File: config.mk
export PLATFORM = sky130hd
export DESIGN_NAME = wait_for_graph_deadlock_detector
export DESIGN_NICKNAME = d
export VERILOG_FILES = /design/src/rtl/wfg_pkg.sv /design/src/rtl/wfg_ram.sv /design/src/rtl/wait_for_graph_deadlock_detector.sv
export SDC_FILE = /design/constraint.sdc
export NUM_CORES = 1
export LEC_CHECK = 0
export BUFFER_PORTS_ARGS = -buffer_cell sky130_fd_sc_hd__buf_2
export CELL_PAD_IN_SITES_DETAIL_PLACEMENT = 0
export CELL_PAD_IN_SITES_GLOBAL_PLACEMENT = 2
export CORE_MARGIN = 1
export CORE_UTILIZATION = 40
export DETAILED_ROUTE_END_ITERATION = 8
export PLACE_DENSITY = 0.7
export SETUP_SLACK_MARGIN = 0.2
export SYNTH_ARGS = -nofsm -noshare
export SYNTH_HDL_FRONTEND = slang
export SYNTH_SLANG_ARGS = --single-unit
File: constraint.sdc
create_clock -name clk -period 4.7 [get_ports clk]
set_input_delay 0.47 -clock clk [delete_from_list [all_inputs] [get_ports clk]]
set_output_delay 0.47 -clock clk [all_outputs]
set_load 0.005 [all_outputs]
File: src/rtl/wfg_pkg.sv
// Shared types and constants for the wait-for-graph deadlock detector.
package wfg_pkg;

    localparam int THREADS_DEFAULT   = 16;
    localparam int RESOURCES_DEFAULT = 16;

    localparam int THREAD_W  = 4;
    localparam int RES_W     = 4;
    localparam int KIND_W    = 3;
    localparam int CFG_W     = 5;
    localparam int CFG_IDX_W = 1;

    localparam logic [CFG_W-1:0] NUM_THREADS_RESET   = 5'd16;
    localparam logic [CFG_W-1:0] NUM_RESOURCES_RESET = 5'd16;

    typedef enum logic [KIND_W-1:0] {
        KIND_ACQUIRE      = 3'd0,
        KIND_RELEASE      = 3'd1,
        KIND_WAIT_ON      = 3'd2,
        KIND_STOP_WAITING = 3'd3,
        KIND_CHECK        = 3'd4
    } kind_t;

    typedef enum logic [CFG_IDX_W-1:0] {
        CFG_NUM_THREADS   = 1'b0,
        CFG_NUM_RESOURCES = 1'b1
    } cfg_reg_t;

    typedef enum logic [2:0] {
        ST_IDLE,
        ST_START,
        ST_VISIT,
        ST_RD_WAIT,
        ST_RD_OWN,
        ST_DONE
    } state_t;

endpackage

File: src/rtl/wfg_ram.sv
// Generic single-write, single-read RAM with registered read data.
module wfg_ram #(
    parameter int WIDTH = 8,
    parameter int DEPTH = 16
) (
    input  logic                     clk,
    input  logic                     we,
    input  logic [$clog2(DEPTH)-1:0] waddr,
    input  logic [WIDTH-1:0]         wdata,
    input  logic [$clog2(DEPTH)-1:0] raddr,
    output logic [WIDTH-1:0]         rdata
);

    logic [WIDTH-1:0] mem [DEPTH];

    always_ff @(posedge clk)
    begin
        if (we)
        begin
            mem[waddr] <= wdata;
        end
        rdata <= mem[raddr];
    end

endmodule

File: src/rtl/wait_for_graph_deadlock_detector.sv
// Top level of the wait-for-graph deadlock detector.
//
// Input beats carry an event: acquire, release, wait_on, stop_waiting or check.
// The block raises in_stall while a check is in progress; update events are
// taken while no check runs, so updates can follow one another every cycle.
// A check walks, from every active thread, the chain thread -> awaited slot ->
// owning thread, one link at a time through the wait RAM and the owner RAM.
// Each visited thread passes through a mark, a wait read and an owner read,
// each start position is tested in turn, and a final start test ends the
// walk before the result register is loaded.
// Only a check gives a result beat, on out_valid with deadlock_found.
// The result sits in an output register; update events are still taken while
// it waits, and a second check can run but holds its answer until the
// receiver has taken the first one. A stalled result beat stays unchanged.
// Reset clears every owner and wait entry through valid bits, with no
// clearing pass, and sets both configuration registers to 16.
// Configuration writes on cfg_we take effect at once and are meant for idle.
module wait_for_graph_deadlock_detector #(
    parameter int THREADS   = wfg_pkg::THREADS_DEFAULT,
    parameter int RESOURCES = wfg_pkg::RESOURCES_DEFAULT
) (
    input  logic                           clk,
    input  logic                           rst_n,
    input  logic                           cfg_we,
    input  logic [wfg_pkg::CFG_IDX_W-1:0]  cfg_index,
    input  logic [wfg_pkg::CFG_W-1:0]      cfg_data,
    input  logic                           in_valid,
    output logic                           in_stall,
    input  logic [wfg_pkg::KIND_W-1:0]     kind,
    input  logic [wfg_pkg::THREAD_W-1:0]   thread_num,
    input  logic [wfg_pkg::RES_W-1:0]      resource_num,
    input  logic                           bank_b,
    output logic                           out_valid,
    input  logic                           out_stall,
    output logic                           deadlock_found
);

    localparam int TW   = $clog2(THREADS);
    localparam int SCW  = $clog2(THREADS + 1);
    localparam int CW   = (SCW > wfg_pkg::CFG_W) ? SCW : wfg_pkg::CFG_W;
    localparam int SLOTS = 2 * RESOURCES;
    localparam int SW   = $clog2(SLOTS);
    localparam int RCB  = $clog2(RESOURCES + 1);
    localparam int RCW  = (RCB > wfg_pkg::CFG_W) ? RCB : wfg_pkg::CFG_W;

    localparam logic [CW-1:0]  THREADS_C   = CW'(THREADS);
    localparam logic [RCW-1:0] RESOURCES_C = RCW'(RESOURCES);
    localparam logic [SCW-1:0] STEPS_MAX   = SCW'(THREADS);

    wfg_pkg::state_t          state_reg, state_next;
    logic [wfg_pkg::CFG_W-1:0] num_threads_reg, num_threads_next;
    logic [wfg_pkg::CFG_W-1:0] num_resources_reg, num_resources_next;
    logic [SLOTS-1:0]         owner_valid_reg, owner_valid_next;
    logic [THREADS-1:0]       wait_valid_reg, wait_valid_next;
    logic [THREADS-1:0]       visited_reg, visited_next;
    logic [THREADS-1:0]       on_path_reg, on_path_next;
    logic [SCW-1:0]           start_reg, start_next;
    logic [TW-1:0]            cur_reg, cur_next;
    logic [SCW-1:0]           steps_reg, steps_next;
    logic                     found_reg, found_next;
    logic                     out_valid_reg, out_valid_next;
    logic                     deadlock_found_reg, deadlock_found_next;

    logic [CW-1:0]  nt;
    logic [RCW-1:0] nr;
    logic           thr_ok;
    logic           res_ok;
    logic [TW-1:0]  thr_idx;
    logic [RCW:0]   slot_sum;
    logic [SW-1:0]  slot_in;
    logic [TW-1:0]  start_idx;
    logic [TW-1:0]  next_idx;
    logic           next_ok;
    logic           end_walk;

    logic                         own_we;
    logic [SW-1:0]                own_raddr;
    logic [wfg_pkg::THREAD_W-1:0] own_rdata;
    logic                         wait_we;
    logic [TW-1:0]                wait_raddr;
    logic [SW-1:0]                wait_rdata;

    wfg_ram #(
        .WIDTH(wfg_pkg::THREAD_W),
        .DEPTH(SLOTS)
    ) u_owner_ram (
        .clk  (clk),
        .we   (own_we),
        .waddr(slot_in),
        .wdata(thread_num),
        .raddr(own_raddr),
        .rdata(own_rdata)
    );

    wfg_ram #(
        .WIDTH(SW),
        .DEPTH(THREADS)
    ) u_wait_ram (
        .clk  (clk),
        .we   (wait_we),
        .waddr(thr_idx),
        .wdata(slot_in),
        .raddr(wait_raddr),
        .rdata(wait_rdata)
    );

    assign nt = (CW'(num_threads_reg) > THREADS_C) ? THREADS_C : CW'(num_threads_reg);
    assign nr = (RCW'(num_resources_reg) > RESOURCES_C) ? RESOURCES_C
                                                         : RCW'(num_resources_reg);
    assign thr_ok    = CW'(thread_num) < nt;
    assign res_ok    = RCW'(resource_num) < nr;
    assign thr_idx   = TW'(thread_num);
    assign slot_sum  = bank_b ? ((RCW + 1)'(nr) + (RCW + 1)'(resource_num))
                              : (RCW + 1)'(resource_num);
    assign slot_in   = SW'(slot_sum);
    assign start_idx = start_reg[TW-1:0];
    assign next_idx  = TW'(own_rdata);
    assign next_ok   = CW'(own_rdata) < THREADS_C;

    assign in_stall       = (state_reg != wfg_pkg::ST_IDLE);
    assign out_valid      = out_valid_reg;
    assign deadlock_found = deadlock_found_reg;
    assign wait_raddr     = cur_reg;
    assign own_raddr      = wait_rdata;

    always_comb
    begin
        state_next          = state_reg;
        num_threads_next    = num_threads_reg;
        num_resources_next  = num_resources_reg;
        owner_valid_next    = owner_valid_reg;
        wait_valid_next     = wait_valid_reg;
        visited_next        = visited_reg;
        on_path_next        = on_path_reg;
        start_next          = start_reg;
        cur_next            = cur_reg;
        steps_next          = steps_reg;
        found_next          = found_reg;
        out_valid_next      = out_valid_reg;
        deadlock_found_next = deadlock_found_reg;
        own_we              = 1'b0;
        wait_we             = 1'b0;
        end_walk            = 1'b0;

        if (out_valid_reg && !out_stall)
        begin
            out_valid_next = 1'b0;
        end

        if (cfg_we)
        begin
            case (cfg_index)
                wfg_pkg::CFG_NUM_THREADS:   num_threads_next   = cfg_data;
                wfg_pkg::CFG_NUM_RESOURCES: num_resources_next = cfg_data;
                default: ;
            endcase
        end

        case (state_reg)
            wfg_pkg::ST_IDLE:
            begin
                if (in_valid)
                begin
                    case (kind)
                        wfg_pkg::KIND_ACQUIRE:
                        begin
                            if (thr_ok && res_ok)
                            begin
                                own_we                    = 1'b1;
                                owner_valid_next[slot_in] = 1'b1;
                                wait_valid_next[thr_idx]  = 1'b0;
                            end
                        end
                        wfg_pkg::KIND_RELEASE:
                        begin
                            if (res_ok)
                            begin
                                owner_valid_next[slot_in] = 1'b0;
                            end
                        end
                        wfg_pkg::KIND_WAIT_ON:
                        begin
                            if (thr_ok && res_ok)
                            begin
                                wait_we                  = 1'b1;
                                wait_valid_next[thr_idx] = 1'b1;
                            end
                        end
                        wfg_pkg::KIND_STOP_WAITING:
                        begin
                            if (thr_ok)
                            begin
                                wait_valid_next[thr_idx] = 1'b0;
                            end
                        end
                        wfg_pkg::KIND_CHECK:
                        begin
                            visited_next = '0;
                            on_path_next = '0;
                            start_next   = '0;
                            state_next   = wfg_pkg::ST_START;
                        end
                        default: ;
                    endcase
                end
            end
            wfg_pkg::ST_START:
            begin
                if (!(CW'(start_reg) < nt))
                begin
                    found_next = 1'b0;
                    state_next = wfg_pkg::ST_DONE;
                end
                else if (visited_reg[start_idx])
                begin
                    start_next = start_reg + SCW'(1);
                end
                else
                begin
                    cur_next   = start_idx;
                    steps_next = '0;
                    state_next = wfg_pkg::ST_VISIT;
                end
            end
            wfg_pkg::ST_VISIT:
            begin
                visited_next[cur_reg] = 1'b1;
                on_path_next[cur_reg] = 1'b1;
                if (!wait_valid_reg[cur_reg])
                begin
                    end_walk = 1'b1;
                end
                else
                begin
                    state_next = wfg_pkg::ST_RD_WAIT;
                end
            end
            wfg_pkg::ST_RD_WAIT:
            begin
                if (!owner_valid_reg[wait_rdata])
                begin
                    end_walk = 1'b1;
                end
                else
                begin
                    state_next = wfg_pkg::ST_RD_OWN;
                end
            end
            wfg_pkg::ST_RD_OWN:
            begin
                if (!next_ok)
                begin
                    end_walk = 1'b1;
                end
                else if (on_path_reg[next_idx])
                begin
                    found_next = 1'b1;
                    state_next = wfg_pkg::ST_DONE;
                end
                else if (visited_reg[next_idx] || steps_reg == STEPS_MAX)
                begin
                    end_walk = 1'b1;
                end
                else
                begin
                    cur_next   = next_idx;
                    steps_next = steps_reg + SCW'(1);
                    state_next = wfg_pkg::ST_VISIT;
                end
            end
            wfg_pkg::ST_DONE:
            begin
                if (!out_valid_reg || !out_stall)
                begin
                    out_valid_next      = 1'b1;
                    deadlock_found_next = found_reg;
                    state_next          = wfg_pkg::ST_IDLE;
                end
            end
            default:
            begin
                state_next = wfg_pkg::ST_IDLE;
            end
        endcase

        if (end_walk)
        begin
            on_path_next = '0;
            start_next   = start_reg + SCW'(1);
            state_next   = wfg_pkg::ST_START;
        end
    end

    always_ff @(posedge clk or negedge rst_n)
    begin
        if (!rst_n)
        begin
            state_reg          <= wfg_pkg::ST_IDLE;
            num_threads_reg    <= wfg_pkg::NUM_THREADS_RESET;
            num_resources_reg  <= wfg_pkg::NUM_RESOURCES_RESET;
            owner_valid_reg    <= '0;
            wait_valid_reg     <= '0;
            visited_reg        <= '0;
            on_path_reg        <= '0;
            start_reg          <= '0;
            cur_reg            <= '0;
            steps_reg          <= '0;
            found_reg          <= 1'b0;
            out_valid_reg      <= 1'b0;
            deadlock_found_reg <= 1'b0;
        end
        else
        begin
            state_reg          <= state_next;
            num_threads_reg    <= num_threads_next;
            num_resources_reg  <= num_resources_next;
            owner_valid_reg    <= owner_valid_next;
            wait_valid_reg     <= wait_valid_next;
            visited_reg        <= visited_next;
            on_path_reg        <= on_path_next;
            start_reg          <= start_next;
            cur_reg            <= cur_next;
            steps_reg          <= steps_next;
            found_reg          <= found_next;
            out_valid_reg      <= out_valid_next;
            deadlock_found_reg <= deadlock_found_next;
        end
    end

    // Every thread on the current path has also been visited.
    assert property (@(posedge clk) disable iff (!rst_n)
        (on_path_reg & ~visited_reg) == '0)
        else $error("on-path mark set on an unvisited thread");

    // A reported cycle always leaves the closing path marked.
    assert property (@(posedge clk) disable iff (!rst_n)
        (state_reg == wfg_pkg::ST_DONE && found_reg) |-> on_path_reg != '0)
        else $error("deadlock reported with an empty path");

    // The walk never enters a thread it has already visited.
    assert property (@(posedge clk) disable iff (!rst_n)
        state_reg == wfg_pkg::ST_VISIT |-> !visited_reg[cur_reg])
        else $error("walk revisits a thread");

    // Walks only start below the active thread count.
    assert property (@(posedge clk) disable iff (!rst_n)
        state_reg == wfg_pkg::ST_VISIT && $past(state_reg) == wfg_pkg::ST_START
        |-> CW'(start_reg) < nt)
        else $error("walk started beyond the active threads");

endmodule
Word-level counts from Yosys, hierarchy flattened
Memory sizes are Yosys's and may differ from the RTL's. A register that Yosys moved wholly into a read port is not among the register bits.
Cells that the tools add are included.

storage, ports and cells
  flip-flop bits (word level) = 110
  bits in writable memories = 208
  output and inout port bits = 3
  memories = 2

memories
  memory           words  bits a word  rd ports  clocked after Yosys merged registers in  write ports  line           source
  u_owner_ram.mem  32     4            1         1                                        1            wfg_ram.sv:14  logic [WIDTH-1:0] mem [DEPTH];
  u_wait_ram.mem   16     5            1         1                                        1            wfg_ram.sv:14

cells by class
  add/sub/neg operators = 3
  magnitude comparators = 14
  eq/ne operators = 31
  multiplexer cells = 80
  bitwise operators = 9
  reductions and logical operators = 29

operators by type and width
  cell                number
  $mux 16             6
  $mux 32             2
  $pmux 16 s2         2
  $pmux 32 s2         1
  $mux 5              12
  $or 16x16->16       3
  $pmux 16 s3         1
  $and 32x32->32      1
  $not 32->32         1
  $or 32x32->32       1
  $mux 3              10
  $mux 1              28
  $ne 2x2->1 const B  11
  $lt 4x5->1 const B  4
  $pmux 5 s2          2
  $ne 3x3->1 const B  6
  $pmux 3 s6          1
  $and 16x16->16      1
  $bmux 1 s4          4
  $mux 4              4
  $not 16->16         1
  $reduce_and 5->1    3
  $eq 3x2->1 const B  4
  $lt 5x6->1 const B  2
  30 further kinds    55

Longest topological paths before layout
  word-level depth = 12
  mapped depth = 12
  depth with buffers taken out = 11

Hierarchy
From an unflattened synthesis, not the netlist that was laid out.

unflattened totals
  cell total of the unflattened synthesis = 987
  area, all modules = 14,747.9 um2

by module, submodules not included
  module                            instances  cells each  area an instance (um2)
  wait_for_graph_deadlock_detector  1          601         6,396.1
  wfg_ram at u_owner_ram            1          231         5,138.7
  wfg_ram at u_wait_ram             1          155         3,213.1

Worst setup path after synthesis
No wires, ideal clock.

  kind = register -> register
  from = register num_resources_reg[4] (netlist name)
  to = register with a tool-made name
  arrival = 3.286 ns
  data required time = 4.572 ns
  path slack = 1.287 ns
  cell stages (with the launch flop) = 10
  cells stage by stage = dfstp_2 nand2b_1 ha_1 nand2b_1 a21oi_1 o21ai_0 a31oi_1 nand4_1 nor4_1 mux2_1

RTL lines
  what                      line                                     source
  start: declaration        wait_for_graph_deadlock_detector.sv:52   logic [wfg_pkg::CFG_W-1:0] num_resources_reg, num_resources_next;
  start signal: assignment  wait_for_graph_deadlock_detector.sv:300  num_resources_reg <= wfg_pkg::NUM_RESOURCES_RESET;
  start signal: assignment  wait_for_graph_deadlock_detector.sv:316  num_resources_reg <= num_resources_next;

==> impl_results.rst <==
.. list-table::
   :header-rows: 1

   * - Metric
     - Value
   * - Drt drc
     - 0
   * - Post-Synthesis Cell Area
     - 14700 sq um
   * - Setup ws final
     - 0.785 ns
   * - Ant. Diodes
     - 0
   * - Final GP Congestion
     - between 0.7 and 0.8
   * - Number of synthesized flops with an enable pin
     - 208
   * - Vias per std cell
     - 5.73
   * - Hold crit path type
     - input port to register
   * - Final setup violating endpoints
     - 0
   * - Count of distinct cell types in the synthesized netlist
     - 65
   * - Pin count of the biggest net entering global routing
     - between 40 and 50
   * - Synth top area share
     - 0.424
   * - Share of the cycle needed by the critical path after routing
     - 0.833
   * - Detailed Routing Iterations Pass 1
     - 7
   * - # IOs
     - 26
   * - Detail Route Antenna Nets
     - 0
   * - Y dimension of the die
     - a little under 200 um
   * - First-pass GRT wire length
     - 55900 um
   * - Wire length reported by the detailed router
     - approximately 36000 um
   * - Synth Instances
     - 968
   * - Sw frac
     - 0.323
   * - Met1 demand-to-capacity share in global routing
     - 0.295
   * - Area enclosed by the die boundary
     - 37600 sq um
   * - Required time of the critical path
     - between 5 and 6 ns
   * - Cells taking the most area after synthesis
     - edfxtp_1 42%, dfrtp_1 18%, mux4_2 14%, mux2_1 3.5%, nor2_1 2.8%
   * - Post-synth ARST share
     - 0.336
   * - Number of violations reported at the end of detailed-routing iteration 0
     - 651
   * - Number of buffers between clock root and the deepest sink
     - 3
   * - Number of buffers added by the clock tree synthesis step
     - 36
   * - Critical setup path kind
     - register to register
   * - Number of nets in the final layout
     - 1029
   * - Synthesized net count
     - 1011
   * - Power share of the clock group
     - 0.303
   * - Later-pin clock latency in the skew report
     - about 0.54 ns
   * - Sum of overflow across all layers after global routing
     - 0
   * - Area growth syn-to-layout
     - 11.8%
   * - CP arrival
     - approximately 4.3 ns
   * - Number of warning messages in the yosys log
     - 0
   * - Sort of element at the start of the critical path
     - register
   * - Critical-path maximum fanout
     - 24
   * - Total number of clock tree sinks
     - 327
   * - Part of the Yosys area used for sequential elements
     - 0.624
   * - Total Routing Usage GR
     - 0.198
   * - Busiest grt layer
     - met2
   * - Share of layout cells above drive strength 1
     - 0.221
   * - Final core area utilization
     - 0.458
   * - Initial core utilization
     - 0.410
   * - Register-to-register setup slack
     - 0.79 ns
   * - Switching power total
     - 3000 uW
   * - Unrepaired setup endpoints after global routing
     - false
   * - GR Util met2
     - 0.297
   * - Die X-Extent
     - 194 um
   * - Initial antenna violation count
     - 0
   * - Number of pins exceeding their max-slew limit in the final report
     - 0
   * - # rows
     - 69
   * - Setup TNS
     - 0 ns
   * - Number of instances resized during post-cts repair
     - 0
   * - Area share of and/or/nand/nor cells after synthesis
     - 0.0925
   * - Cell type with the highest aggregate area in the netlist
     - edfxtp_1
   * - Number of buffers inserted to repair setup after CTS
     - 0
   * - CTS tree
     - done
   * - Transition time of the tightest slew-check pin
     - 1.16 ns
   * - Compound-gate portion of the synthesized area
     - 0.0467
   * - Total power after layout
     - 9280 uW
   * - Post-synthesis adder-cell area fraction
     - 0.0175
   * - Met3 Track Usage GR
     - 0.0346
   * - Final hold slack
     - 0.249 ns
   * - Register clock-pin slew on the reported worst setup and hold paths
     - about 0.060 ns
   * - Average size of a mapped cell
     - about 15 sq um
   * - Maximum frequency from static timing analysis
     - 255 MHz
   * - Maximum Capacitance Violations
     - 0
   * - Leak Pwr
     - around 0.006 uW
   * - Largest family of logic cells by synthesized area
     - multiplexers
   * - H-tree depth
     - 2
   * - Worst-case clock skew
     - ~0.018 ns
   * - Pre-CTS setup slack
     - 0.852 ns
   * - Result of the run
     - completed
   * - Via count of the first global-routing pass
     - 8607
   * - Total number of vias
     - 8435
   * - Detail-routed net length per standard cell
     - 24.3 um
   * - DPL Wire Length
     - 24200 um
   * - Clock Root Buffer
     - clkbuf_16
   * - Maximum ir drop on the vdd rail
     - 0.311 mV
   * - # hold bufs at CTS
     - 1
   * - Critical Path Sink Type
     - register
   * - Portion of netlist area occupied by mux cells
     - 0.194
   * - Port-buffer cells
     - 25
   * - Most common flop cell mapped by yosys
     - edfxtp_1
   * - Pint
     - 6290 uW
   * - Fraction of synthesized cell area in xor and xnor cells
     - 0.00119
   * - Seq pwr share
     - 0.415
   * - Synthesized flop and latch total
     - approximately 330
   * - Power Dens Cells
     - 564 nW/um^2
   * - Final-report hold violation count
     - 0
   * - Core area
     - 35900 sq um
   * - Rel. slew slack
     - 0.228
   * - Combinational share of power
     - 0.282
   * - Tmin final
     - ~4 ns
-- placed cells by master (no fill, tap or decap), types with 19 or more instances in the layout --
master       n
edfxtp_1   208
nor2_1     108
dfrtp_1    107
mux4_2      89
mux2_1      46
nand2_1     40
nor4_1      39
clkbuf_16   36
buf_2       24
a21oi_1     22
inv_1       21
ha_1        19
-- cell type report --
class / count / area [sq um]
Tap cell: 461 / 577
Clock buffer: 42 / 943
Sequential cell: 327 / 9190
Inverter: 21 / 78.8
Fill cell: 3120 / 19500
Timing Repair Buffer: 41 / 250
Clock inverter: 22 / 226
Multi-Input combinational cell: 559 / 5200
-- critical path, stage by stage (launching register included) --
cell,delay [ns]
dfstp_2,0.58
nand2b_1,0.20
ha_1,0.26
nand2b_1,0.15
a21oi_1,0.16
o21ai_0,0.11
a31oi_2,0.92
nand4_1,0.59
nor4_1,0.44
mux2_1,0.36
-- metal layers --
| layer | up-vias | part of all wire |
|---|---|---|
| met3 | 49 | 0.044 |
| met2 | 197 | 0.46 |
| met4 | 0 | 0.022 |
| met1 | 4379 | 0.48 |
| li1 | 3810 | - |
| met5 | - | 0 |
-- per-stage QoR --
step / instances / cell area, sq um
6_report: 1473 / 16500
5_1_grt: 1473 / 16500
4_1_cts: 1473 / 16500
3_5_place_dp: 1408 / 15300
3_3_place_gp: 1408 / 15300
2_1_floorplan: 968 / 14700
-- power by group through the flow --
stage | Clock [uW] | Combinational, uW | Sequential [uW]
finish | 2810 | 2610 | 3860
detailed placement | 0 | 2650 | 3920
global placement | 0 | 2640 | 3920
floorplan | 0 | 2190 | 3560
global route | 2990 | 2850 | 3910
CTS | 2880 | 2660 | 3870
-- synth_stat cells, drive strengths merged (19+ instances only) --
master,count
a21oi,28
ha,19
inv,21
buf,22
nand2,41
dfrtp,108
mux2,62
clkbuf,39
mux4,89
edfxtp,208
nor2,108
nor4,40
-- kinds of logic (layout without fill, tap and decap cells) --
family	after synthesis	count (layout)
fa+ha+maj	20	20
simple gates	274	274
xor+xnor	2	2
mux	167	167
buf+inv	82	126
compound gates	96	96
flops	327	327
-- path summary, 6_finish.rpt --
path                                       from            to  cells past startpoint
max in group asynchronous                 rst_n    cur_reg[0]                      3
hold / removal                        out_stall     out_valid                      3
setup reg to reg           num_resources_reg[4]      register                      9
hold reg to reg                        register      register                      1
min in group asynchronous                 rst_n  steps_reg[2]                      2
setup / recovery           num_resources_reg[4]      register                      9
(Power assumes the default switching activity.)
